`src/sv/radix_digit_emitter_assert.svh`:
```
// Assertion macros shared by the radix digit emitter modules.
`ifndef RADIX_DIGIT_EMITTER_ASSERT_SVH
`define RADIX_DIGIT_EMITTER_ASSERT_SVH

// Same-cycle implication, checked on every clock edge outside reset.
`define RDE_ASSERT_NOW(label, ante, cons, msg) \
	label: assert property (@(posedge clk) disable iff (!arst_n) (ante) |-> (cons)) \
		else $error(msg);

// Next-cycle implication, checked on every clock edge outside reset.
`define RDE_ASSERT_NEXT(label, ante, cons, msg) \
	label: assert property (@(posedge clk) disable iff (!arst_n) (ante) |=> (cons)) \
		else $error(msg);

`endif

```
`src/sv/rde_pkg.sv`:
```
// Types, constants and the digit encoder of the radix digit emitter.
`default_nettype none

package rde_pkg;

	localparam int unsigned VALUE_W = 63;
	localparam int unsigned BASE_W  = 5;
	localparam int unsigned CHAR_W  = 7;

	localparam logic [BASE_W-1:0] BASE_MIN = 5'd2;
	localparam logic [BASE_W-1:0] BASE_MAX = 5'd17;
	localparam logic [BASE_W-1:0] DEC_DIGITS = 5'd10;

	localparam logic [CHAR_W-1:0] CHAR_ZERO = 7'h30;
	localparam logic [CHAR_W-1:0] CHAR_A    = 7'h41;
	localparam logic [CHAR_W-1:0] CHAR_G    = 7'h47;

	typedef struct packed {
		logic [VALUE_W-1:0] value;
		logic [BASE_W-1:0]  base;
	} item_t;

	typedef struct packed {
		logic [CHAR_W-1:0] digit_char;
		logic              last;
	} digit_t;

	// Commands from the sequencer to the divide unit
	typedef struct packed {
		logic load;
		logic step;
		logic next;
	} div_cmd_t;

	// Status from the divide unit back to the sequencer
	typedef struct packed {
		logic              last_step;
		logic              quo_zero;
		logic [BASE_W-1:0] rem;
	} div_stat_t;

	typedef enum logic [1:0] {
		ST_IDLE,
		ST_DIV,
		ST_EMIT
	} state_t;

	// Map a remainder to its ASCII digit, '0'..'9' then 'A'..'G'
	function automatic logic [CHAR_W-1:0] digit_to_char(input logic [BASE_W-1:0] r);
		logic [CHAR_W-1:0] c;
		if (r < DEC_DIGITS) begin
			c = CHAR_ZERO + CHAR_W'(r);
		end else begin
			c = CHAR_A + CHAR_W'(r - DEC_DIGITS);
		end
		return c;
	endfunction

endpackage

`default_nettype wire

```
`src/sv/radix_digit_emitter.sv`:
```
// Top level of the radix digit emitter: sequencer, divide unit and output register.
//
//  channel | direction | handshake                  | payload
//  --------+-----------+----------------------------+--------------------------
//  item    | in        | item_valid / item_ready    | item.value, item.base
//  digit   | out       | digit_valid / digit_ready  | digit.digit_char, digit.last
//
// Each digit is one division followed by an emit step: the first division runs over
// VALUE_BITS bits and each following one over one bit fewer, all through the single
// shared compare-subtract unit. item_ready is high only while the sequencer is idle;
// a full output register stalls the sequencer before it loads the next digit. Reset
// clears the control state only.
`default_nettype none

module radix_digit_emitter #(
	parameter int unsigned VALUE_BITS = 63
) (
	input  wire logic           clk,
	input  wire logic           arst_n,
	input  wire logic           item_valid,
	output logic                item_ready,
	input  wire rde_pkg::item_t item,
	output logic                digit_valid,
	input  wire logic           digit_ready,
	output rde_pkg::digit_t     digit
);
	import rde_pkg::*;

	`include "radix_digit_emitter_assert.svh"

	state_t    state_q;
	state_t    state_nxt;
	div_cmd_t  cmd;
	div_stat_t stat;
	logic      slot_free;
	logic      out_load;
	logic      digit_valid_q;
	digit_t    digit_q;
	logic      char_ok;
	logic      owed;
	logic      more_digits;

	rde_div_unit #(
		.VALUE_BITS(VALUE_BITS)
	) u_div (
		.clk   (clk),
		.arst_n(arst_n),
		.cmd   (cmd),
		.item  (item),
		.stat  (stat)
	);

	assign slot_free = !digit_valid_q || digit_ready;

	// Sequencer state register
	always_ff @(posedge clk or negedge arst_n) begin
		if (!arst_n) begin
			state_q <= ST_IDLE;
		end else begin
			state_q <= state_nxt;
		end
	end

	// Next state and divide unit commands
	always_comb begin
		state_nxt  = state_q;
		cmd        = '0;
		item_ready = 1'b0;
		out_load   = 1'b0;
		case (state_q)
			ST_IDLE: begin
				item_ready = 1'b1;
				if (item_valid) begin
					cmd.load  = 1'b1;
					state_nxt = ST_DIV;
				end
			end
			ST_DIV: begin
				cmd.step = 1'b1;
				if (stat.last_step) begin
					state_nxt = ST_EMIT;
				end
			end
			ST_EMIT: begin
				// hold the digit until the output register frees up
				if (slot_free) begin
					out_load = 1'b1;
					if (stat.quo_zero) begin
						state_nxt = ST_IDLE;
					end else begin
						cmd.next  = 1'b1;
						state_nxt = ST_DIV;
					end
				end
			end
			default: begin
				state_nxt = ST_IDLE;
			end
		endcase
	end

	// Output register: set on load, drop after the transfer
	always_ff @(posedge clk or negedge arst_n) begin
		if (!arst_n) begin
			digit_valid_q <= 1'b0;
		end else if (out_load) begin
			digit_valid_q <= 1'b1;
		end else if (digit_ready) begin
			digit_valid_q <= 1'b0;
		end
	end

	always_ff @(posedge clk) begin
		if (out_load) begin
			digit_q.digit_char <= digit_to_char(stat.rem);
			digit_q.last       <= stat.quo_zero;
		end
	end

	assign digit_valid = digit_valid_q;
	assign digit       = digit_q;

	// Terms watched by the checks below
	assign char_ok     = (digit_q.digit_char >= CHAR_ZERO) && (digit_q.digit_char <= CHAR_G);
	assign owed        = digit_valid_q && !digit_q.last;
	assign more_digits = out_load && !stat.quo_zero;

	`RDE_ASSERT_NOW(a_char_range, digit_valid_q, char_ok, "digit character out of range")
	`RDE_ASSERT_NOW(a_more_pending, owed, state_q != ST_IDLE, "idle with digits still owed")
	`RDE_ASSERT_NEXT(a_next_digit, more_digits, state_q == ST_DIV, "division skipped")

endmodule

`default_nettype wire

```
`src/sv/rde_div_unit.sv`:
```
// Bit-serial restoring divider: one quotient bit per cycle while stepping, quotient kept in place.
`default_nettype none

module rde_div_unit #(
	parameter int unsigned VALUE_BITS = 63
) (
	input  wire logic              clk,
	input  wire logic              arst_n,
	input  wire rde_pkg::div_cmd_t cmd,
	input  wire rde_pkg::item_t    item,
	output rde_pkg::div_stat_t     stat
);
	import rde_pkg::*;

	`include "radix_digit_emitter_assert.svh"

	localparam int unsigned IDX_W = $clog2(VALUE_BITS);

	logic [VALUE_BITS-1:0] work_q;
	logic [BASE_W-1:0]     rem_q;
	logic [BASE_W-1:0]     base_q;
	logic [IDX_W-1:0]      idx_q;
	logic [IDX_W-1:0]      top_q;

	logic [BASE_W:0]   trial;
	logic [BASE_W:0]   diff;
	logic              ge;
	logic [BASE_W-1:0] base_clamped;

	// Clamp the incoming radix into the supported range
	always_comb begin
		if (item.base < BASE_MIN) begin
			base_clamped = BASE_MIN;
		end else if (item.base > BASE_MAX) begin
			base_clamped = BASE_MAX;
		end else begin
			base_clamped = item.base;
		end
	end

	// Shared compare-subtract on the partial remainder
	assign trial = {rem_q, work_q[idx_q]};
	assign ge    = (trial >= {1'b0, base_q});
	assign diff  = trial - {1'b0, base_q};

	// Quotient bits overwrite the dividend bits already consumed
	always_ff @(posedge clk) begin
		if (cmd.load) begin
			work_q <= item.value[VALUE_BITS-1:0];
		end else if (cmd.step) begin
			work_q[idx_q] <= ge;
		end
	end

	// Remainder, radix and bit pointers
	always_ff @(posedge clk or negedge arst_n) begin
		if (!arst_n) begin
			rem_q  <= '0;
			base_q <= BASE_MIN;
			idx_q  <= '0;
			top_q  <= '0;
		end else if (cmd.load) begin
			rem_q  <= '0;
			base_q <= base_clamped;
			idx_q  <= IDX_W'(VALUE_BITS - 1);
			top_q  <= IDX_W'(VALUE_BITS - 1);
		end else if (cmd.next) begin
			// the quotient is at least one bit shorter than its dividend
			rem_q <= '0;
			idx_q <= top_q - 1'b1;
			top_q <= top_q - 1'b1;
		end else if (cmd.step) begin
			rem_q <= ge ? diff[BASE_W-1:0] : trial[BASE_W-1:0];
			if (idx_q != '0) begin
				idx_q <= idx_q - 1'b1;
			end
		end
	end

	assign stat.last_step = (idx_q == '0);
	assign stat.quo_zero  = (work_q == '0);
	assign stat.rem       = rem_q;

	`RDE_ASSERT_NOW(a_rem_below_base, 1'b1, rem_q < base_q, "remainder not below radix")
	`RDE_ASSERT_NOW(a_idx_in_window, 1'b1, idx_q <= top_q, "bit pointer above window")
	`RDE_ASSERT_NEXT(a_base_clamped, cmd.load, (base_q >= BASE_MIN) && (base_q <= BASE_MAX), "radix out of range")

endmodule

`default_nettype wire
```
`config.mk`:
```
export PLATFORM = sky130hd
export DESIGN_NAME = radix_digit_emitter
export DESIGN_NICKNAME = d
export VERILOG_FILES = /design/src/sv/rde_pkg.sv /design/src/sv/radix_digit_emitter.sv /design/src/sv/rde_div_unit.sv
export VERILOG_INCLUDE_DIRS = /design/src /design/src/sv
export SDC_FILE = /design/constraint.sdc
export NUM_CORES = 1
export LEC_CHECK = 0
export BUFFER_PORTS_ARGS = -buffer_cell sky130_fd_sc_hd__buf_2
export CORE_MARGIN = 2
export CORE_UTILIZATION = 58
export DETAILED_ROUTE_END_ITERATION = 8
export PLACE_DENSITY = 0.81
export SLEW_MARGIN = 40
export SYNTH_ARGS = -nofsm -noshare
export SYNTH_HDL_FRONTEND = slang
export SYNTH_SLANG_ARGS = --single-unit
```
`constraint.sdc`:
```
create_clock -name clk -period 4.8 [get_ports clk]
set_input_delay 0.48 -clock clk [delete_from_list [all_inputs] [get_ports clk]]
set_output_delay 0.48 -clock clk [all_outputs]
set_load 0.02 [all_outputs]
```
==> out/qor.yml <==
sta:
  period_needed_ns: 4.327
  finalHoldViolations: 0
  maxSlewHeadroom: 0.4974
  final.period_utilization: 0.9015
  clock-skew-final_ns: 0.01573
  rsz0062_at_grt: "no"
  finalMaxSlewViolations: 0
  finalSetupViolCount: 0
  final.setup.tns_ns: 0
  max_freq_ghz: 0.2311
  worstMarginPinSlew_ns: 0.7481
floorplanning:
  initial_core_util: 0.5906
  die_h_um: 103.1
  floorplan.rows: 36
  placeableCoreArea_sq_um: 9639
  num_ports: 82
  fp.dieArea_sq_um: 10620
  floorplan.die.width_um: 103.1
setup_path:
  critical_path.reg2reg.endpoint: "u_div.work_q[49]$_DFFE_PP_"
  slowest_stage: "sky130_fd_sc_hd__dfrtp_2"
  rrSetupSlack_ns: 0.47
  critical_path.top_delay_family: "simple AND/OR/NAND/NOR gates"
  worstSetupEndpointType: "flip-flop"
  sort_of_element_at_the_start_of_the_critical_path: "flip-flop"
  path_max_fanout: 11
  max_stage_delay_ns: 0.55
  timing.critical_path.cells: "mux4_2 -> nor2b_4 -> a211oi_2 -> o2bb2ai_1 -> or4_1 -> nor2_1 -> ha_1 -> inv_1 -> fa_1 -> a21o_1 -> a21oi_1 -> o21ai_0 -> nand2_1 -> nor2_1 -> nand2_1 -> o21ai_0"
  critical_path.reg2reg.startpoint: "u_div.idx_q[1]$_DFFE_PN0P_"
  critPathBufInv: 1
  worst_r2r_path_depth: 16
  worst-endpoint-required_ns: 4.92
  worst-setup-path-type: "reg -> reg"
  worst-endpoint-arrival_ns: 4.45
clock_tree:
  insertion_delay_ns: 0.38
  cts_tree: "yes"
  cts_inserted_buffers: 9
  clock_sink_total: 96
  clk_transition_reported_paths_ns: 0.10
  cts-htree-levels: 3
  buffer_type_at_the_clock_tree_root: "sky130_fd_sc_hd__clkbuf_8"
  maximum_clock_path_buffer_count: 2
layout:
  drive_gt1_frac: 0.2148
  final_util: 0.6706
  final_nets: 725
  antennaDiodeCount: 0
  layout.filler_cells: 788
  ff_latch_area_sq_um: 2761
  multi_input_area_sq_um: 2708
  final_cell_area_sq_um: 6464
  syn2layout_area_growth_pct: 13.54
  post_route_non_filler_standard_cell_count: 780
power_and_ir_drop:
  power.internal_mw: 1.944
  power_density_nw_per_um2: 505.3
  seq_power_share: 0.369
  clkPwrFrac: 0.193
  lkg_pwr_nw: 2.443
  vdd_ir_drop_max_mv: 0.2509
  power_frac_comb: 0.438
  total_switching_power_mw: 1.322
  power_switching_share: 0.4048
detailed_routing:
  route.detailed.vias_per_inst: 6.382
  via_count: 4978
  drt_first_pass_iters: 5
  routed_wl_mm: 16.88
  first_iter_violations: 394
  wl_per_cell_um: 21.64
  route.detailed.drc: 0
  ant_nets: 0
synthesis:
  netlist_area_sq_um: 5693
  synth-seq-area-share: 0.4846
  netlist_instances: 577
  synth.ff_latch_count: 96
  synth_async_sr_flop_share: 0.2604
  ys.warnings.count: 0
  synth.lib_cells_used.distinct: 54
  synth_enable_flop_cells: 71
  postSynthNetCount: 660
  syn_area_per_cell_sq_um: 9.866
  synth_ff_type: "sky130_fd_sc_hd__edfxtp_1"
grt:
  pin_count_of_the_biggest_net_entering_global_routing: 79
  first_global_vias: 4676
  globalRouteTotalUtil: 0.3289
  antenna_violations_before_repair: 0
  grt_remaining_overflow: 0
  grt_pass1_wl_mm: 25.52
place:
  postPlaceCellArea_sq_um: 6220
  place_inst: 764
  detailedPlacementHpwl_mm: 12.05
  port-buffer-count: 81
  place_congestion: 0.9520
run:
  drv.max_cap_violation_count: 0
status:
  run_status: "completed"
hold_path:
  worst_hold_path_type: "in -> async"
## synthesized netlist by cell type, types with 4 or more instances
library cell / n / share of area
sky130_fd_sc_hd__nor2_1: 26 / 0.017
sky130_fd_sc_hd__nand2b_1: 6 / 0.0066
sky130_fd_sc_hd__nor4_1: 16 / 0.018
sky130_fd_sc_hd__nor3_1: 8 / 0.0070
sky130_fd_sc_hd__nor2b_1: 9 / 0.0099
sky130_fd_sc_hd__and3_1: 4 / 0.0044
sky130_fd_sc_hd__mux2_2: 5 / 0.0099
sky130_fd_sc_hd__o31ai_1: 6 / 0.0079
sky130_fd_sc_hd__xnor2_1: 11 / 0.017
sky130_fd_sc_hd__a21oi_1: 14 / 0.012
sky130_fd_sc_hd__nand3_1: 13 / 0.011
sky130_fd_sc_hd__inv_1: 12 / 0.0079
sky130_fd_sc_hd__mux2i_1: 12 / 0.021
sky130_fd_sc_hd__nand3b_1: 5 / 0.0066
sky130_fd_sc_hd__a22o_1: 32 / 0.049
sky130_fd_sc_hd__ha_1: 10 / 0.022
sky130_fd_sc_hd__xor2_1: 8 / 0.012
sky130_fd_sc_hd__nand2_1: 73 / 0.048
sky130_fd_sc_hd__or3_1: 6 / 0.0066
sky130_fd_sc_hd__nor3b_1: 5 / 0.0066
sky130_fd_sc_hd__o21ai_0: 104 / 0.091
sky130_fd_sc_hd__clkbuf_1: 36 / 0.024
sky130_fd_sc_hd__mux4_2: 6 / 0.024
sky130_fd_sc_hd__nand4_1: 7 / 0.0077
sky130_fd_sc_hd__dfrtp_1: 24 / 0.11
sky130_fd_sc_hd__edfxtp_1: 71 / 0.37
sky130_fd_sc_hd__o211ai_1: 6 / 0.0079
## flip-flops by register name, summed over array words and instances (netlist names)
signal        cells
state_q           2
u_div.idx_q       6
digit             8
u_div.work_q     63
u_div.base_q      5
u_div.rem_q       5
u_div.top_q       6
digit_valid       1
## placed cells by master (no fill, tap or decap), types with 3 or more instances in the layout
master and n:
sky130_fd_sc_hd__nor3_1 7, sky130_fd_sc_hd__nand3_1 13, sky130_fd_sc_hd__nor2_1 25, sky130_fd_sc_hd__nand2b_1 6, sky130_fd_sc_hd__mux4_2 6, sky130_fd_sc_hd__mux2i_1 12
sky130_fd_sc_hd__xor2_1 8, sky130_fd_sc_hd__mux2_2 5, sky130_fd_sc_hd__o31ai_1 6, sky130_fd_sc_hd__edfxtp_1 71, sky130_fd_sc_hd__nand3b_1 5, sky130_fd_sc_hd__inv_1 12
sky130_fd_sc_hd__a22oi_1 3, sky130_fd_sc_hd__clkbuf_8 12, sky130_fd_sc_hd__xnor2_1 11, sky130_fd_sc_hd__or3_1 6, sky130_fd_sc_hd__nand4_1 7, sky130_fd_sc_hd__o21ai_0 104
sky130_fd_sc_hd__buf_2 81, sky130_fd_sc_hd__a22o_1 32, sky130_fd_sc_hd__a21oi_1 14, sky130_fd_sc_hd__buf_4 18, sky130_fd_sc_hd__ha_1 10, sky130_fd_sc_hd__dfrtp_1 22
sky130_fd_sc_hd__nor2b_1 7, sky130_fd_sc_hd__nor4_1 16, sky130_fd_sc_hd__nand2_1 73, sky130_fd_sc_hd__o211ai_1 6, sky130_fd_sc_hd__nor3b_1 5, sky130_fd_sc_hd__and3_1 4
## metal layers
metal,track usage,vias to the layer above,part of all wire,routed length (um)
met2,0.4990,294,0.46,7760
li1,-,2278,-,-
met4,0.1427,0,0.032,546
met3,0.05898,40,0.10,1771
met1,0.4654,2366,0.40,6798
met5,0,-,0,0
## stage by stage
stage	worst slack, ns	hold slack, ns	power, mW
after floorplan	1.152	0.1844	2.175
after global placement	0.3062	0.4922	2.572
after detailed placement	0.3048	0.5015	2.613
after CTS	0.2851	0.09844	3.234
after global routing	0.1029	0.1303	3.445
final	0.4726	0.08996	3.266
## worst max path at each step
stage	startpoint	end	slack (ns)	cells past startpoint
floorplan	u_div.idx_q[1]$_DFFE_PN0P_	u_div.rem_q[0]$_DFFE_PN0P_	1.15	16
global placement	u_div.idx_q[1]$_DFFE_PN0P_	u_div.work_q[23]$_DFFE_PP_	0.31	15
global route	u_div.idx_q[2]$_DFFE_PN0P_	u_div.work_q[49]$_DFFE_PP_	0.10	17
detailed placement	u_div.idx_q[1]$_DFFE_PN0P_	u_div.work_q[49]$_DFFE_PP_	0.30	16
finish	u_div.idx_q[1]$_DFFE_PN0P_	u_div.work_q[49]$_DFFE_PP_	0.47	16
CTS	u_div.idx_q[1]$_DFFE_PN0P_	u_div.work_q[49]$_DFFE_PP_	0.29	16
## power groups by stage
stage	sequential, mW	combinational, mW	clock (mW)
3_5_place_dp	1.21	1.40	0
5_1_grt	1.22	1.56	0.665
6_report	1.20	1.43	0.632
4_1_cts	1.20	1.41	0.631
3_3_place_gp	1.20	1.37	0
2_1_floorplan	1.11	1.07	0
## what timing repair did
item,CTS,global route
endpoints found under the setup margin,0,44
buffers inserted,0,0
gates resized for setup,0,3
hold buffers,0,0
## cells by family (layout without fill, tap and decap cells)
| logic type | after synthesis | after routing | share of synthesized area |
|---|---|---|---|
| AO/OA/AOI/OAI | 181 | 181 | 0.1952 |
| AND/OR/NAND/NOR | 187 | 187 | 0.1622 |
| XOR/XNOR | 19 | 19 | 0.02923 |
| buffers and inverters | 58 | 128 | 0.04220 |
| adder cells (fa/ha/maj) | 12 | 12 | 0.02725 |
| flip-flops | 96 | 96 | 0.4846 |
| multiplexers | 24 | 24 | 0.05934 |
## cell type report
type	count	share of cell area
Tap cell	133	0.02575
Clock inverter	4	0.01142
Sequential cell	96	0.4272
Clock buffer	12	0.02555
Multi-Input combinational cell	423	0.4189
Timing Repair Buffer	99	0.08362
Inverter	13	0.007549
No activity file was read; power rests on OpenSTA's default activity.
